**src/rtl/greedy_box_nms_macros.svh**
```systemverilog
// ----------------------------------------------------------------------------
// greedy_box_nms assertion macros
// Shared concurrent assertion forms used by the block's RTL.
// ----------------------------------------------------------------------------
`ifndef GREEDY_BOX_NMS_MACROS_SVH
`define GREEDY_BOX_NMS_MACROS_SVH

// same-cycle implication
`define GBN_ASSERT_IMPLY(lbl, a, c) \
  lbl: assert property (@(posedge clk_i) disable iff (!rst_ni) (a) |-> (c)) \
    else $error("greedy_box_nms: implication check failed");

// next-cycle implication
`define GBN_ASSERT_NEXT(lbl, a, c) \
  lbl: assert property (@(posedge clk_i) disable iff (!rst_ni) (a) |=> (c)) \
    else $error("greedy_box_nms: next-cycle check failed");

`endif

```
**src/rtl/gbn_pkg.sv**
```systemverilog
// ----------------------------------------------------------------------------
// gbn_pkg
// Types and constants shared by the box suppression controller and datapath.
// ----------------------------------------------------------------------------
package gbn_pkg;

  localparam int MAX_BOXES_DEF  = 64;
  localparam int COORD_BITS_DEF = 12;
  localparam int SCORE_W        = 32;
  localparam int THR_W          = 16;
  localparam int CFG_IDX_W      = 1;
  localparam int CFG_DATA_W     = 16;

  localparam logic [THR_W-1:0]     THR_RESET    = 16'd19661;
  localparam logic [CFG_IDX_W-1:0] CFG_IDX_THR  = 1'b0;
  localparam logic [CFG_IDX_W-1:0] CFG_IDX_MODE = 1'b1;
  localparam logic [2:0]           DRAIN_CYCLES = 3'd6;

  typedef struct packed {
    logic nb_load;
    logic wr_en;
    logic wr_sel_new;
    logic keep_set;
    logic lat_a;
    logic lat_area;
    logic pair_issue;
    logic pend_load;
    logic emit;
    logic emit_last;
    logic ovf;
  } gbn_cmd_t;

  typedef struct packed {
    logic lt;
    logic keep_rd;
  } gbn_sts_t;

endpackage

```
**src/rtl/gbn_ctrl.sv**
```systemverilog
// ----------------------------------------------------------------------------
// gbn_ctrl
// Sequencer for sorted insertion, suppression sweeps and result emission.
// ----------------------------------------------------------------------------
`include "greedy_box_nms_macros.svh"

module gbn_ctrl import gbn_pkg::*; #(
  parameter int MAX_BOXES = MAX_BOXES_DEF
) (
  input  logic                         clk_i,
  input  logic                         rst_ni,
  input  logic                         start,
  input  logic                         last_box_i,
  output logic                         busy,
  input  gbn_sts_t                     sts_i,
  output gbn_cmd_t                     cmd_o,
  output logic [$clog2(MAX_BOXES)-1:0] rd_addr_o,
  output logic [$clog2(MAX_BOXES)-1:0] wr_addr_o,
  output logic [$clog2(MAX_BOXES)-1:0] kset_addr_o
);

  localparam int AW = $clog2(MAX_BOXES);
  localparam int CW = AW + 1;

  localparam logic [3:0] ST_IDLE   = 4'd0;
  localparam logic [3:0] ST_SH_RD  = 4'd1;
  localparam logic [3:0] ST_SH_CMP = 4'd2;
  localparam logic [3:0] ST_I_RD   = 4'd3;
  localparam logic [3:0] ST_I_LAT  = 4'd4;
  localparam logic [3:0] ST_I_AREA = 4'd5;
  localparam logic [3:0] ST_J_ISS  = 4'd6;
  localparam logic [3:0] ST_DRAIN  = 4'd7;
  localparam logic [3:0] ST_O_RD   = 4'd8;
  localparam logic [3:0] ST_O_CHK  = 4'd9;
  localparam logic [3:0] ST_O_FIN  = 4'd10;

  logic [3:0]    state_q, state_d;
  logic [CW-1:0] count_q, count_d;
  logic [AW-1:0] p_q, p_d;
  logic [CW-1:0] i_q, i_d;
  logic [CW-1:0] j_q, j_d;
  logic [2:0]    drain_q, drain_d;
  logic          last_q, last_d;
  logic          ovf_q, ovf_d;
  logic          pend_q, pend_d;
  logic [CW-1:0] i_inc;

  assign i_inc = i_q + CW'(1);

  always_comb begin
    state_d     = state_q;
    count_d     = count_q;
    p_d         = p_q;
    i_d         = i_q;
    j_d         = j_q;
    drain_d     = drain_q;
    last_d      = last_q;
    ovf_d       = ovf_q;
    pend_d      = pend_q;
    cmd_o       = '0;
    cmd_o.ovf   = ovf_q;
    rd_addr_o   = i_q[AW-1:0];
    wr_addr_o   = p_q;
    kset_addr_o = count_q[AW-1:0];
    unique case (state_q)
      ST_IDLE: begin
        if (start) begin
          cmd_o.nb_load = 1'b1;
          last_d        = last_box_i;
          i_d           = '0;
          if (count_q == CW'(MAX_BOXES)) begin
            ovf_d = 1'b1;
            if (last_box_i) begin
              state_d = ST_I_RD;
            end
          end else begin
            cmd_o.keep_set = 1'b1;
            p_d            = count_q[AW-1:0];
            state_d        = ST_SH_RD;
          end
        end
      end
      ST_SH_RD: begin
        rd_addr_o = p_q - AW'(1);
        if (p_q == '0) begin
          cmd_o.wr_en      = 1'b1;
          cmd_o.wr_sel_new = 1'b1;
          count_d          = count_q + CW'(1);
          state_d          = last_q ? ST_I_RD : ST_IDLE;
        end else begin
          state_d = ST_SH_CMP;
        end
      end
      ST_SH_CMP: begin
        cmd_o.wr_en = 1'b1;
        if (sts_i.lt) begin
          p_d     = p_q - AW'(1);
          state_d = ST_SH_RD;
        end else begin
          cmd_o.wr_sel_new = 1'b1;
          count_d          = count_q + CW'(1);
          state_d          = last_q ? ST_I_RD : ST_IDLE;
        end
      end
      ST_I_RD: begin
        state_d = ST_I_LAT;
      end
      ST_I_LAT: begin
        cmd_o.lat_a = 1'b1;
        if (sts_i.keep_rd) begin
          state_d = ST_I_AREA;
        end else begin
          i_d     = (i_inc == count_q) ? '0 : i_inc;
          state_d = (i_inc == count_q) ? ST_O_RD : ST_I_RD;
        end
      end
      ST_I_AREA: begin
        cmd_o.lat_area = 1'b1;
        j_d            = i_inc;
        if (i_inc == count_q) begin
          i_d     = '0;
          state_d = ST_O_RD;
        end else begin
          state_d = ST_J_ISS;
        end
      end
      ST_J_ISS: begin
        rd_addr_o        = j_q[AW-1:0];
        cmd_o.pair_issue = 1'b1;
        j_d              = j_q + CW'(1);
        if (j_q + CW'(1) == count_q) begin
          drain_d = DRAIN_CYCLES;
          state_d = ST_DRAIN;
        end
      end
      ST_DRAIN: begin
        drain_d = drain_q - 3'd1;
        if (drain_q == '0) begin
          i_d     = (i_inc == count_q) ? '0 : i_inc;
          state_d = (i_inc == count_q) ? ST_O_RD : ST_I_RD;
        end
      end
      ST_O_RD: begin
        state_d = ST_O_CHK;
      end
      ST_O_CHK: begin
        if (sts_i.keep_rd) begin
          cmd_o.emit      = pend_q;
          cmd_o.pend_load = 1'b1;
          pend_d          = 1'b1;
        end
        i_d     = i_inc;
        state_d = (i_inc == count_q) ? ST_O_FIN : ST_O_RD;
      end
      ST_O_FIN: begin
        cmd_o.emit      = 1'b1;
        cmd_o.emit_last = 1'b1;
        count_d         = '0;
        ovf_d           = 1'b0;
        pend_d          = 1'b0;
        state_d         = ST_IDLE;
      end
      default: begin
        state_d = ST_IDLE;
      end
    endcase
  end

  always_ff @(posedge clk_i or negedge rst_ni) begin
    if (!rst_ni) begin
      state_q <= ST_IDLE;
      count_q <= '0;
      p_q     <= '0;
      i_q     <= '0;
      j_q     <= '0;
      drain_q <= '0;
      last_q  <= 1'b0;
      ovf_q   <= 1'b0;
      pend_q  <= 1'b0;
    end else begin
      state_q <= state_d;
      count_q <= count_d;
      p_q     <= p_d;
      i_q     <= i_d;
      j_q     <= j_d;
      drain_q <= drain_d;
      last_q  <= last_d;
      ovf_q   <= ovf_d;
      pend_q  <= pend_d;
    end
  end

  assign busy = (state_q != ST_IDLE);

  `GBN_ASSERT_IMPLY(a_count_cap, 1'b1, count_q <= CW'(MAX_BOXES))
  `GBN_ASSERT_IMPLY(a_pair_order, state_q == ST_J_ISS, (j_q > i_q) && (j_q < count_q))
  `GBN_ASSERT_NEXT(a_last_idle, cmd_o.emit && cmd_o.emit_last, (state_q == ST_IDLE) && (count_q == '0))
  `GBN_ASSERT_IMPLY(a_final_pending, state_q == ST_O_FIN, pend_q)

endmodule
```
**config.mk**
```make
export PLATFORM = sky130hd
export DESIGN_NAME = gbn_ctrl
export DESIGN_NICKNAME = d
export VERILOG_FILES = /design/src/rtl/gbn_pkg.sv /design/src/rtl/gbn_ctrl.sv
export VERILOG_INCLUDE_DIRS = /design/src /design/src/rtl
export SDC_FILE = /design/constraint.sdc
export NUM_CORES = 1
export LEC_CHECK = 0
export ABC_AREA = 1
export BUFFER_PORTS_ARGS = -buffer_cell sky130_fd_sc_hd__buf_4
export CAP_MARGIN = 15
export CORE_MARGIN = 2
export CORE_UTILIZATION = 45
export DETAILED_ROUTE_END_ITERATION = 6
export SYNTH_ARGS = -nofsm -noshare
export SYNTH_HDL_FRONTEND = slang
export SYNTH_SLANG_ARGS = --single-unit
```
**constraint.sdc**
```tcl
create_clock -name clk_i -period 2.04 [get_ports clk_i]
set_input_delay 0.204 -clock clk_i [delete_from_list [all_inputs] [get_ports clk_i]]
set_output_delay 0.204 -clock clk_i [all_outputs]
set_load 0.05 [all_outputs]
```
==> impl_metrics.env, run 1 <==
export IMPL_ys_seq_elements=37
export IMPL_ys_flop_type="dfrtp_1"
export IMPL_wl_per_cell_um=14.8
export IMPL_grt_pass1_wl_mm=13.4
export IMPL_leakage_nw=1.82
export IMPL_drv_slew=0
export IMPL_min_period_over_period=0.998
export IMPL_cp_slowest_stage_delay_ns=0.42
export IMPL_route_vias_total=2985
export IMPL_fin_crit_ns=2.04
export IMPL_p_per_area_nw_per_um2=1660
export IMPL_synthToLayoutAreaGrowth_pct=33.5
export IMPL_dieArea_um2=6860
export IMPL_worst_skew_pair_late_latency_ns=0.30
export IMPL_status="completed"
export IMPL_start_util=0.470
export IMPL_synth_nets=422
export IMPL_placement_setup_worst_slack_ns=0.0272
export IMPL_hp_class="input port to register"
export IMPL_yosys_area_share_simple=0.347
export IMPL_yosysMostFrequentCell="nand2_1"
export IMPL_ant_nets=0
export IMPL_ios=36
export IMPL_syn_area_um2=2800
export IMPL_cp_cell_sequence="buf_4, nor2_1, nand2_1, nor3_1, xnor2_1, o221ai_1, buf_4"
export IMPL_crit_top_cell="buf_4"
export IMPL_synth_compound_area_share=0.140
export IMPL_overflow=0
export IMPL_synth_edf_count=0
export IMPL_drt_iter0_markers=195
export IMPL_cts_clk_slew_worst_paths_ns=0.08
export IMPL_synth_common_cells="nand2_1, inv_1, nor2_1, dfrtp_1, nand3_1"
export IMPL_synth_top_cell_by_area="dfrtp_1"
export IMPL_syn_inst=409
export IMPL_cp_data_arrival_time_ns=1.83
export IMPL_portBuffers=35
export IMPL_htree_levels=2
export IMPL_crit_type="register to primary output"
export IMPL_grt_max_degree=38
export IMPL_seq_area_frac_synth=0.331
export IMPL_drt_vias_per_instance=5.32
export IMPL_synth_top_cell_area_share=0.331
export IMPL_coreArea_um2=5960
export IMPL_gp_congestion=0.895
export IMPL_fp_row_count=28
export IMPL_dr_pass1_iters=5
export IMPL_grt_antenna_before_repair=0
export IMPL_first_global_vias=2756
export IMPL_worst_pin_slew_ns=0.510
export IMPL_synth_xor_area_share=0.0376
export IMPL_cp_required_ns=1.84
export IMPL_clockRootBuffer="clkbuf_8"
export IMPL_max_freq_ghz=0.491
export IMPL_setup_violations=0
export IMPL_fin_ws_ns=0.00375
export IMPL_critPathMaxFanout=2
export IMPL_avgSynthCellArea_um2=6.84
export IMPL_cts_sinks=37
export IMPL_die_w_um=82.9
export IMPL_cp_start_kind="register"
export IMPL_slew_headroom=0.660
export IMPL_drive_gt1_frac=0.321
export IMPL_hold_viol_final=0
export IMPL_skew_ns=0.00413
export IMPL_yosys_warnings=0
export IMPL_synthArstFlopShare=1.00
export IMPL_die_y_um=82.9
export IMPL_critical_path_slowest_cell="dfrtp_2"
export IMPL_synth_top_family_by_area="simple AND/OR/NAND/NOR gates"
export IMPL_ir_drop_v=0.00118
export IMPL_maxCapViolations=0
export IMPL_power_mw=6.20
export IMPL_antenna_cells=0
export IMPL_synth_area_top_cells="dfrtp_1, nand2_1, inv_1"
export IMPL_finalWirelength_mm=8.32
export IMPL_synth_mux_area_frac=0
export IMPL_dp_hpwl_mm=6.16
export IMPL_setup_worst_path_end_class="primary output"
export IMPL_rsz0062_at_grt="true"
export IMPL_synth_distinct_cells=36
export IMPL_finalNetCount=498
export IMPL_grt_usage=0.242
export IMPL_cts_tree="yes"
export IMPL_route_detailed_drc=0
export IMPL_finish_utilization=0.627
export IMPL_synth_fa_ha_area_frac=0.0313
export IMPL_clockBufferDepth=2
export IMPL_cts_buffers=5
-- layout by cell type (no fill, tap or decap), types with 3 or more instances in the layout --
master	n
a31oi_1	3
dfrtp_1	32
xor2_1	7
nand3_1	25
o211ai_1	6
nand2_4	5
inv_2	8
inv_1	49
clkbuf_8	5
nor2_1	26
o21ai_0	15
xnor2_1	4
nand2_1	108
dfrtp_2	5
buf_6	4
nor3_1	6
ha_1	5
nand4_1	4
o21ai_1	7
a21oi_1	14
buf_4	75
nor2_2	14
nand2_2	15
o221ai_1	7
nor2_4	6
-- final timing paths --
check | cells after the start | end | slack [ns] | start
max | 7 | rd_addr_o[5] | 0.004 | wr_addr_o[1]
min | 3 | last_q | 0.12 | last_box_i
max reg2reg | 14 | i_q[3] | 0.10 | i_q[0]
min reg2reg | 2 | i_q[6] | 0.51 | i_q[6]
max in group asynchronous | 2 | count_q[1] | 1.24 | rst_ni
min in group asynchronous | 2 | j_q[0] | 0.40 | rst_ni
-- per-layer routing --
layer,track usage,vias to the layer above,part of all wire
met2,0.364,111,0.45
met1,0.344,1382,0.46
li1,-,1472,-
met3,0.0417,20,0.063
met5,0,-,0
met4,0.104,0,0.028
-- cells by family (layout without fill, tap and decap cells) --
family / after synthesis / count (layout)
simple gates: 217 / 217
fa+ha+maj: 7 / 7
xor+xnor: 12 / 12
buf+inv: 73 / 150
compound gates: 63 / 63
flops: 37 / 37
-- cell type report --
type | instances | area [um2]
Timing Repair Buffer | 82 | 648
Tap cell | 75 | 93.8
Clock buffer | 6 | 72.6
Fill cell | 549 | 2220
Multi-Input combinational cell | 299 | 1740
Sequential cell | 37 | 932
Inverter | 60 | 239
Clock inverter | 2 | 10.0
-- sequential cells by signal, indices dropped and copies added, names as in the netlist --
register   cells
ovf_q          1
drain_q        3
state_q        4
last_q         1
j_q            7
i_q            7
wr_addr_o      6
count_q        7
pend_q         1
-- through the flow --
stage                     TNS (ns)  instance area (um2)  cells  hold slack (ns)
after floorplan             -0.842                 2830    409          -0.0916
after global placement           0                 3300    533            0.216
after detailed placement         0                 3300    533            0.217
after CTS                  -0.0505                 3550    552            0.121
after global routing        -0.316                 3730    561            0.149
final                            0                 3730    561            0.123
-- worst max-delay path: cells and delay by family (launching register included) --
family	cells	cell delay (ns)
simple gates	3	0.37
compound gates	1	0.21
xor+xnor	1	0.16
buf+inv	2	0.37
flops	1	0.42
-- where the power goes --
| part | total, mW | internal [mW] | switching (mW) |
|---|---|---|---|
| logic | 4.42 | 1.61 | 2.82 |
| clock network | 0.528 | 0.237 | 0.290 |
| registers | 1.25 | 1.00 | 0.254 |
-- what timing repair did --
item | in CTS | in global routing
pin swaps | 3 | 18
endpoints found under the hold margin | 37 | 0
setup endpoints to repair | 8 | 22
cloned | 0 | 0
hold buffers | 1 | 0
resized for setup | 25 | 33
setup buffers | 10 | 10
Note: power is estimated with default switching activity, not from simulation.
==> run 2, diff against run 1 <==
REMOVE_ABC_BUFFERS = 1   (was unset)
clock period = 2.3 ns   (was 2.04 ns; I/O delays follow)
==> run 2 against run 1 <==
  * Die area did not move
  * Wire length fell by 3.6%
  * Sequential power fell by 5%
  * Clock skew rose by 0.0029 ns
  * Final cell count fell by 6.4%
  * Combinational power fell by 25%
  * Cell area fell by 10%
  * Flip-flop and latch count did not move
  * Critical path type unchanged
  * Critical endpoint is now cmd_o[8]
==> impl_metrics.env, run 2 (synthesized netlist as in run 1, its figures left out) <==
export IMPL_ff2ff_setup_slack_ns=0.21
export IMPL_portBuffers=35
export IMPL_cts_tree="yes"
export IMPL_max_freq_ghz=0.455
export IMPL_cp_start_kind="register"
export IMPL_skew_ns=0.00700
export IMPL_r2r_end="i_q[1]"
export IMPL_ios=36
export IMPL_cts_buffers=5
export IMPL_drive_gt1_frac=0.202
export IMPL_worst_skew_pair_late_latency_ns=0.30
export IMPL_synthToLayoutAreaGrowth_pct=20.0
export IMPL_regArea_um2=926
export IMPL_crit_top_cell="inv_2"
export IMPL_drv_slew=0
export IMPL_route_vias_total=2834
export IMPL_clockRootBuffer="clkbuf_8"
export IMPL_final_common_cell="nand2_1"
export IMPL_crit_buf_inv=4
export IMPL_grt_pass1_wl_mm=13.2
export IMPL_die_w_um=82.9
export IMPL_cp_slowest_stage_delay_ns=0.41
export IMPL_fp_row_count=28
export IMPL_rsz0062_at_grt="true"
export IMPL_wl_per_cell_um=15.3
export IMPL_place_area_um2=3140
export IMPL_dieArea_um2=6860
export IMPL_crit_type="register to primary output"
export IMPL_grt_max_degree=38
export IMPL_grt_usage=0.239
export IMPL_worst_r2r_path_depth=15
export IMPL_layout_common_cells="nand2_1, inv_1, buf_4"
export IMPL_slew_headroom=0.672
export IMPL_leakage_nw=1.64
export IMPL_finalWirelength_mm=8.02
export IMPL_worst_pin_slew_ns=0.492
export IMPL_hold_viol_final=0
export IMPL_setup_violations=0
export IMPL_critical_path_slowest_cell="dfrtp_1"
export IMPL_clockBufferDepth=2
export IMPL_fin_crit_ns=2.20
export IMPL_status="completed"
export IMPL_path_delay_family="simple AND/OR/NAND/NOR gates"
export IMPL_fillerInstances=591
export IMPL_first_global_vias=2632
export IMPL_min_period_over_period=0.956
export IMPL_grt_antenna_before_repair=0
export IMPL_critPathMaxFanout=6
export IMPL_drt_iter0_markers=201
export IMPL_die_y_um=82.9
export IMPL_maxCapViolations=0
export IMPL_htree_levels=2
export IMPL_cts_clk_slew_worst_paths_ns=0.08
export IMPL_multi_input_comb_area_um2=1620
export IMPL_ir_drop_v=0.000739
export IMPL_cp_data_arrival_time_ns=1.97
export IMPL_cp_required_ns=2.07
export IMPL_design_area_um2=3360
export IMPL_drt_vias_per_instance=5.40
export IMPL_antenna_cells=0
export IMPL_dp_hpwl_mm=6.14
export IMPL_route_detailed_drc=0
export IMPL_start_util=0.470
export IMPL_setup_worst_path_start="wr_addr_o[1]"
export IMPL_overflow=0
export IMPL_r2r_start="i_q[1]"
export IMPL_dr_pass1_iters=4
export IMPL_top_regs="count_q: 7 flops, i_q: 7 flops, j_q: 7 flops"
export IMPL_hp_class="input port to register"
export IMPL_setup_worst_path_end_class="primary output"
export IMPL_finalNetCount=462
export IMPL_tns_ns=0
export IMPL_cp_cell_sequence="inv_2, ha_4, nand3_2, nor3_4, nand2_1, o21ai_1, nand2_2, inv_2, nand2_1, inv_2, buf_8"
export IMPL_crit_end="cmd_o[8]"
export IMPL_p_per_area_nw_per_um2=1520
export IMPL_gp_congestion=0.925
export IMPL_path_depth=11
export IMPL_coreArea_um2=5960
export IMPL_ant_nets=0
export IMPL_cts_sinks=37
-- run 2: cell types whose count changed in the layout (fill, tap and decap cells not counted), moves of 5 or more --
cell,delta
nor2_1,+9
inv_1,+5
nor2_2,-9
dfrtp_2,-5
dfrtp_1,+5
nand2_1,+6
buf_4,-32
-- run 2: worst min-delay path: cells and delay by family --
kind,cells,cell delay [ns]
AO/OA/AOI/OAI,1,0.06
AND/OR/NAND/NOR,1,0.04
buffers and inverters,1,0.08
-- run 2: through the flow --
stage	power (mW)	instances	utilization	hold WS, ns	worst slack [ns]
floorplan	3.39	396	-	-0.0656	-1.11
global placement	4.31	514	0.528	0.232	0.254
detailed placement	4.31	514	0.528	0.235	0.196
CTS	4.95	523	0.551	0.144	-0.0644
global route	5.49	525	0.564	0.143	-0.0462
finish	5.10	525	0.564	0.152	0.101
-- run 2: worst min-delay path by stage --
stage                          start    endpoint  slack, ns  cells after the start
after global routing      last_box_i      last_q       0.14                      3
final                     last_box_i      last_q       0.15                      3
after floorplan               rst_ni  count_q[0]      -0.07                      0
after CTS                 last_box_i      last_q       0.14                      3
after global placement        rst_ni      j_q[3]       0.23                      1
after detailed placement      rst_ni      j_q[4]       0.24                      1
-- run 2: final cells by class --
class / count / area share
clock buffer: 6 / 0.0246
clock inverter: 2 / 0.0112
inverter: 60 / 0.0693
multi-input combinational: 299 / 0.482
sequential: 37 / 0.276
tap: 75 / 0.0279
timing repair buffer: 46 / 0.110
-- run 2: what timing repair did --
| action | 4_1_cts | 5_1_grt |
|---|---|---|
| hold buffers | 1 | 0 |
| pin swaps | 0 | 4 |
| setup buffers | 0 | 2 |
| hold endpoints to repair | 37 | 0 |
| resized for setup | 3 | 20 |
| endpoints found under the setup margin | 6 | 7 |
-- run 2: per-layer routing --
metal,vias to the layer above,share of wire,GRT usage
met5,-,0,0
met4,0,0.0098,0.0641
met3,6,0.059,0.0378
met1,1302,0.47,0.336
met2,125,0.47,0.383
li1,1401,-,-
-- run 2: power by group --
part	total, mW	internal, mW	switching (mW)
clock network	0.612	0.353	0.259
registers	1.19	0.881	0.310
logic	3.30	1.05	2.24
==> run 3, diff against run 2 <==
ABC_AREA = unset   (was 1)
CELL_PAD_IN_SITES_DETAIL_PLACEMENT = 0   (was unset)
CELL_PAD_IN_SITES_GLOBAL_PLACEMENT = 2   (was unset)
CORE_UTILIZATION = 35   (was 45)
PLACE_DENSITY_LB_ADDON = 0.1   (was unset)
==> run 3 against run 2 <==
  * Worst hold slack better by 0.030 ns
  * Via count fell by 6.6%
  * Synthesized area down 1.0%
  * Clock-buffer cell count rose by 1
  * Setup slack got worse by 0.021 ns
  * Largest power group unchanged
  * Maximum frequency is 0.96% lower
  * Critical path depth decreased by 4
  * Cell area grew 5.0%
  * Highest routed layer unchanged
  * Sequential power is essentially flat
==> impl_metrics.env, run 3 <==
export IMPL_min_period_over_period=0.966
export IMPL_clockBufferDepth=2
export IMPL_syn_area_um2=2770
export IMPL_portBuffers=35
export IMPL_tns_ns=0
export IMPL_yosysMostFrequentCell="nor2_1"
export IMPL_die_w_um=92.9
export IMPL_leakage_nw=1.60
export IMPL_maxCapViolations=0
export IMPL_layout_common_cells="buf_4, nor2_1, dfrtp_1"
export IMPL_grt_antenna_before_repair=0
export IMPL_fin_ws_ns=0.0793
export IMPL_yosys_warnings=0
export IMPL_first_global_vias=2594
export IMPL_route_vias_total=2646
export IMPL_synth_common_cells="nor2_1, dfrtp_1, o21ai_0, xnor2_1, nand2_1"
export IMPL_dieArea_um2=8640
export IMPL_die_y_um=92.9
export IMPL_seq_area_frac_synth=0.334
export IMPL_cp_start_kind="register"
export IMPL_synth_area_top_cells="dfrtp_1, xnor2_1, nor2_1"
export IMPL_grt_usage=0.203
export IMPL_antenna_cells=0
export IMPL_min_delay_path_depth=2
export IMPL_fin_crit_ns=2.22
export IMPL_drt_iter0_markers=100
export IMPL_synthToLayoutAreaGrowth_pct=27.4
export IMPL_cts_sinks=37
export IMPL_ant_nets=0
export IMPL_gp_congestion=0.886
export IMPL_ys_flop_type="dfrtp_1"
export IMPL_setup_violations=0
export IMPL_drv_slew=0
export IMPL_ios=36
export IMPL_ir_drop_v=0.000760
export IMPL_drive_gt1_frac=0.305
export IMPL_synthArstFlopShare=1.00
export IMPL_worst_pin_slew_ns=0.507
export IMPL_worst_r2r_path_depth=8
export IMPL_cts_tree="yes"
export IMPL_htree_levels=2
export IMPL_synth_top_cell_area_share=0.334
export IMPL_cp_required_ns=2.07
export IMPL_route_detailed_drc=0
export IMPL_worst_skew_pair_late_latency_ns=0.29
export IMPL_synth_edf_count=0
export IMPL_synth_distinct_cells=60
export IMPL_overflow=0
export IMPL_hp_class="input port to register"
export IMPL_dr_pass1_iters=5
export IMPL_grt_max_degree=38
export IMPL_worstHoldStart="last_box_i"
export IMPL_final_common_cell="buf_4"
export IMPL_coreArea_um2=7690
export IMPL_placement_setup_worst_slack_ns=0.0288
export IMPL_cts_clk_slew_worst_paths_ns=0.08
export IMPL_drt_vias_per_instance=5.38
export IMPL_setup_worst_path_end_class="primary output"
export IMPL_wl_per_cell_um=17.1
export IMPL_cts_buffers=5
export IMPL_start_util=0.360
export IMPL_max_freq_ghz=0.450
export IMPL_crit_type="register to primary output"
export IMPL_r2r_start="i_q[0]"
export IMPL_avgSynthCellArea_um2=8.49
export IMPL_hold_viol_final=0
export IMPL_synth_top_cell_by_area="dfrtp_1"
export IMPL_p_per_area_nw_per_um2=1490
export IMPL_ff2ff_setup_slack_ns=0.14
export IMPL_top_regs="count_q: 7 flops, i_q: 7 flops, j_q: 7 flops"
export IMPL_finalNetCount=402
export IMPL_grt_pass1_wl_mm=13.9
export IMPL_slew_headroom=0.662
export IMPL_min_to="last_q"
export IMPL_ys_seq_elements=37
export IMPL_critPathMaxFanout=13
export IMPL_fillerInstances=825
export IMPL_fp_row_count=32
export IMPL_dp_hpwl_mm=6.51
export IMPL_skew_ns=0.00260
export IMPL_syn_inst=326
export IMPL_status="completed"
export IMPL_clockRootBuffer="clkbuf_8"
export IMPL_r2r_end="i_q[6]"
export IMPL_finalWirelength_mm=8.42
export IMPL_cp_data_arrival_time_ns=1.99
==> run 3: worst max path at each step <==
stage | start | end | slack (ns)
floorplan | wr_addr_o[0] | state_q[0] | -0.61
global placement | i_q[0] | i_q[5] | 0.10
detailed placement | i_q[0] | i_q[4] | 0.03
CTS | state_q[1] | rd_addr_o[4] | 0.005
global route | state_q[1] | rd_addr_o[3] | -0.01
finish | state_q[1] | rd_addr_o[4] | 0.08
==> run 3: final cells by class <==
cell class / count / area [um2] / area share
clock buffers: 7 / 96.3 / 0.0273
flip-flops and latches: 37 / 931 / 0.264
repair buffers: 78 / 596 / 0.169
multi-input cells: 252 / 1720 / 0.486
inverters: 15 / 56.3 / 0.0160
clock inverters: 1 / 5.00 / 0.00142
well taps: 102 / 128 / 0.0362
==> run 3: metal layers <==
layer | part of all wire | global-route usage
met1 | 0.48 | 0.291
met3 | 0.036 | 0.0285
met4 | 0.013 | 0.0417
met5 | 0 | 0
met2 | 0.47 | 0.327
==> run 3: per-stage QoR <==
stage | std cells | utilization | hold WS [ns] | cell area [um2] | power (mW)
after floorplan | 304 | - | -0.0656 | 2630 | 3.38
after global placement | 479 | 0.430 | 0.250 | 3300 | 4.60
after detailed placement | 479 | 0.430 | 0.244 | 3300 | 4.62
after CTS | 488 | 0.445 | 0.177 | 3420 | 5.17
after global routing | 492 | 0.459 | 0.182 | 3530 | 5.66
final | 492 | 0.459 | 0.182 | 3530 | 5.25
==> run 3: logic make-up (layout without fill, tap and decap cells) <==
| group | Yosys count | after routing | synth area share |
|---|---|---|---|
| compound gates | 90 | 90 | 0.218 |
| mux | 3 | 3 | 0.0117 |
| xor+xnor | 30 | 30 | 0.0976 |
| flops | 37 | 37 | 0.334 |
| buf+inv | 37 | 101 | 0.0718 |
| simple gates | 122 | 122 | 0.235 |
| fa+ha+maj | 7 | 7 | 0.0316 |
==> run 3: power by group <==
part           leakage (nW)  switching (mW)  total (mW)  internal, mW
Sequential            0.474           0.299        1.18         0.876
Combinational          1.07            2.14        3.55          1.40
Clock                0.0542           0.249       0.520         0.271
==> run 3: timing repair <==
item,4_1_cts,5_1_grt
gates resized for setup,2,20
buffers inserted,0,4
hold endpoints to repair,37,0
hold buffers,1,0
endpoints found under the setup margin,2,21
pin swaps,0,7
==> run 3: critical path: stages (launching register included) <==
cell	delay, ns
dfrtp_2	0.49
and2b_2	0.27
nand2_1	0.10
inv_1	0.06
buf_4	0.19
a22oi_1	0.23
o21ai_0	0.15
buf_4	0.22
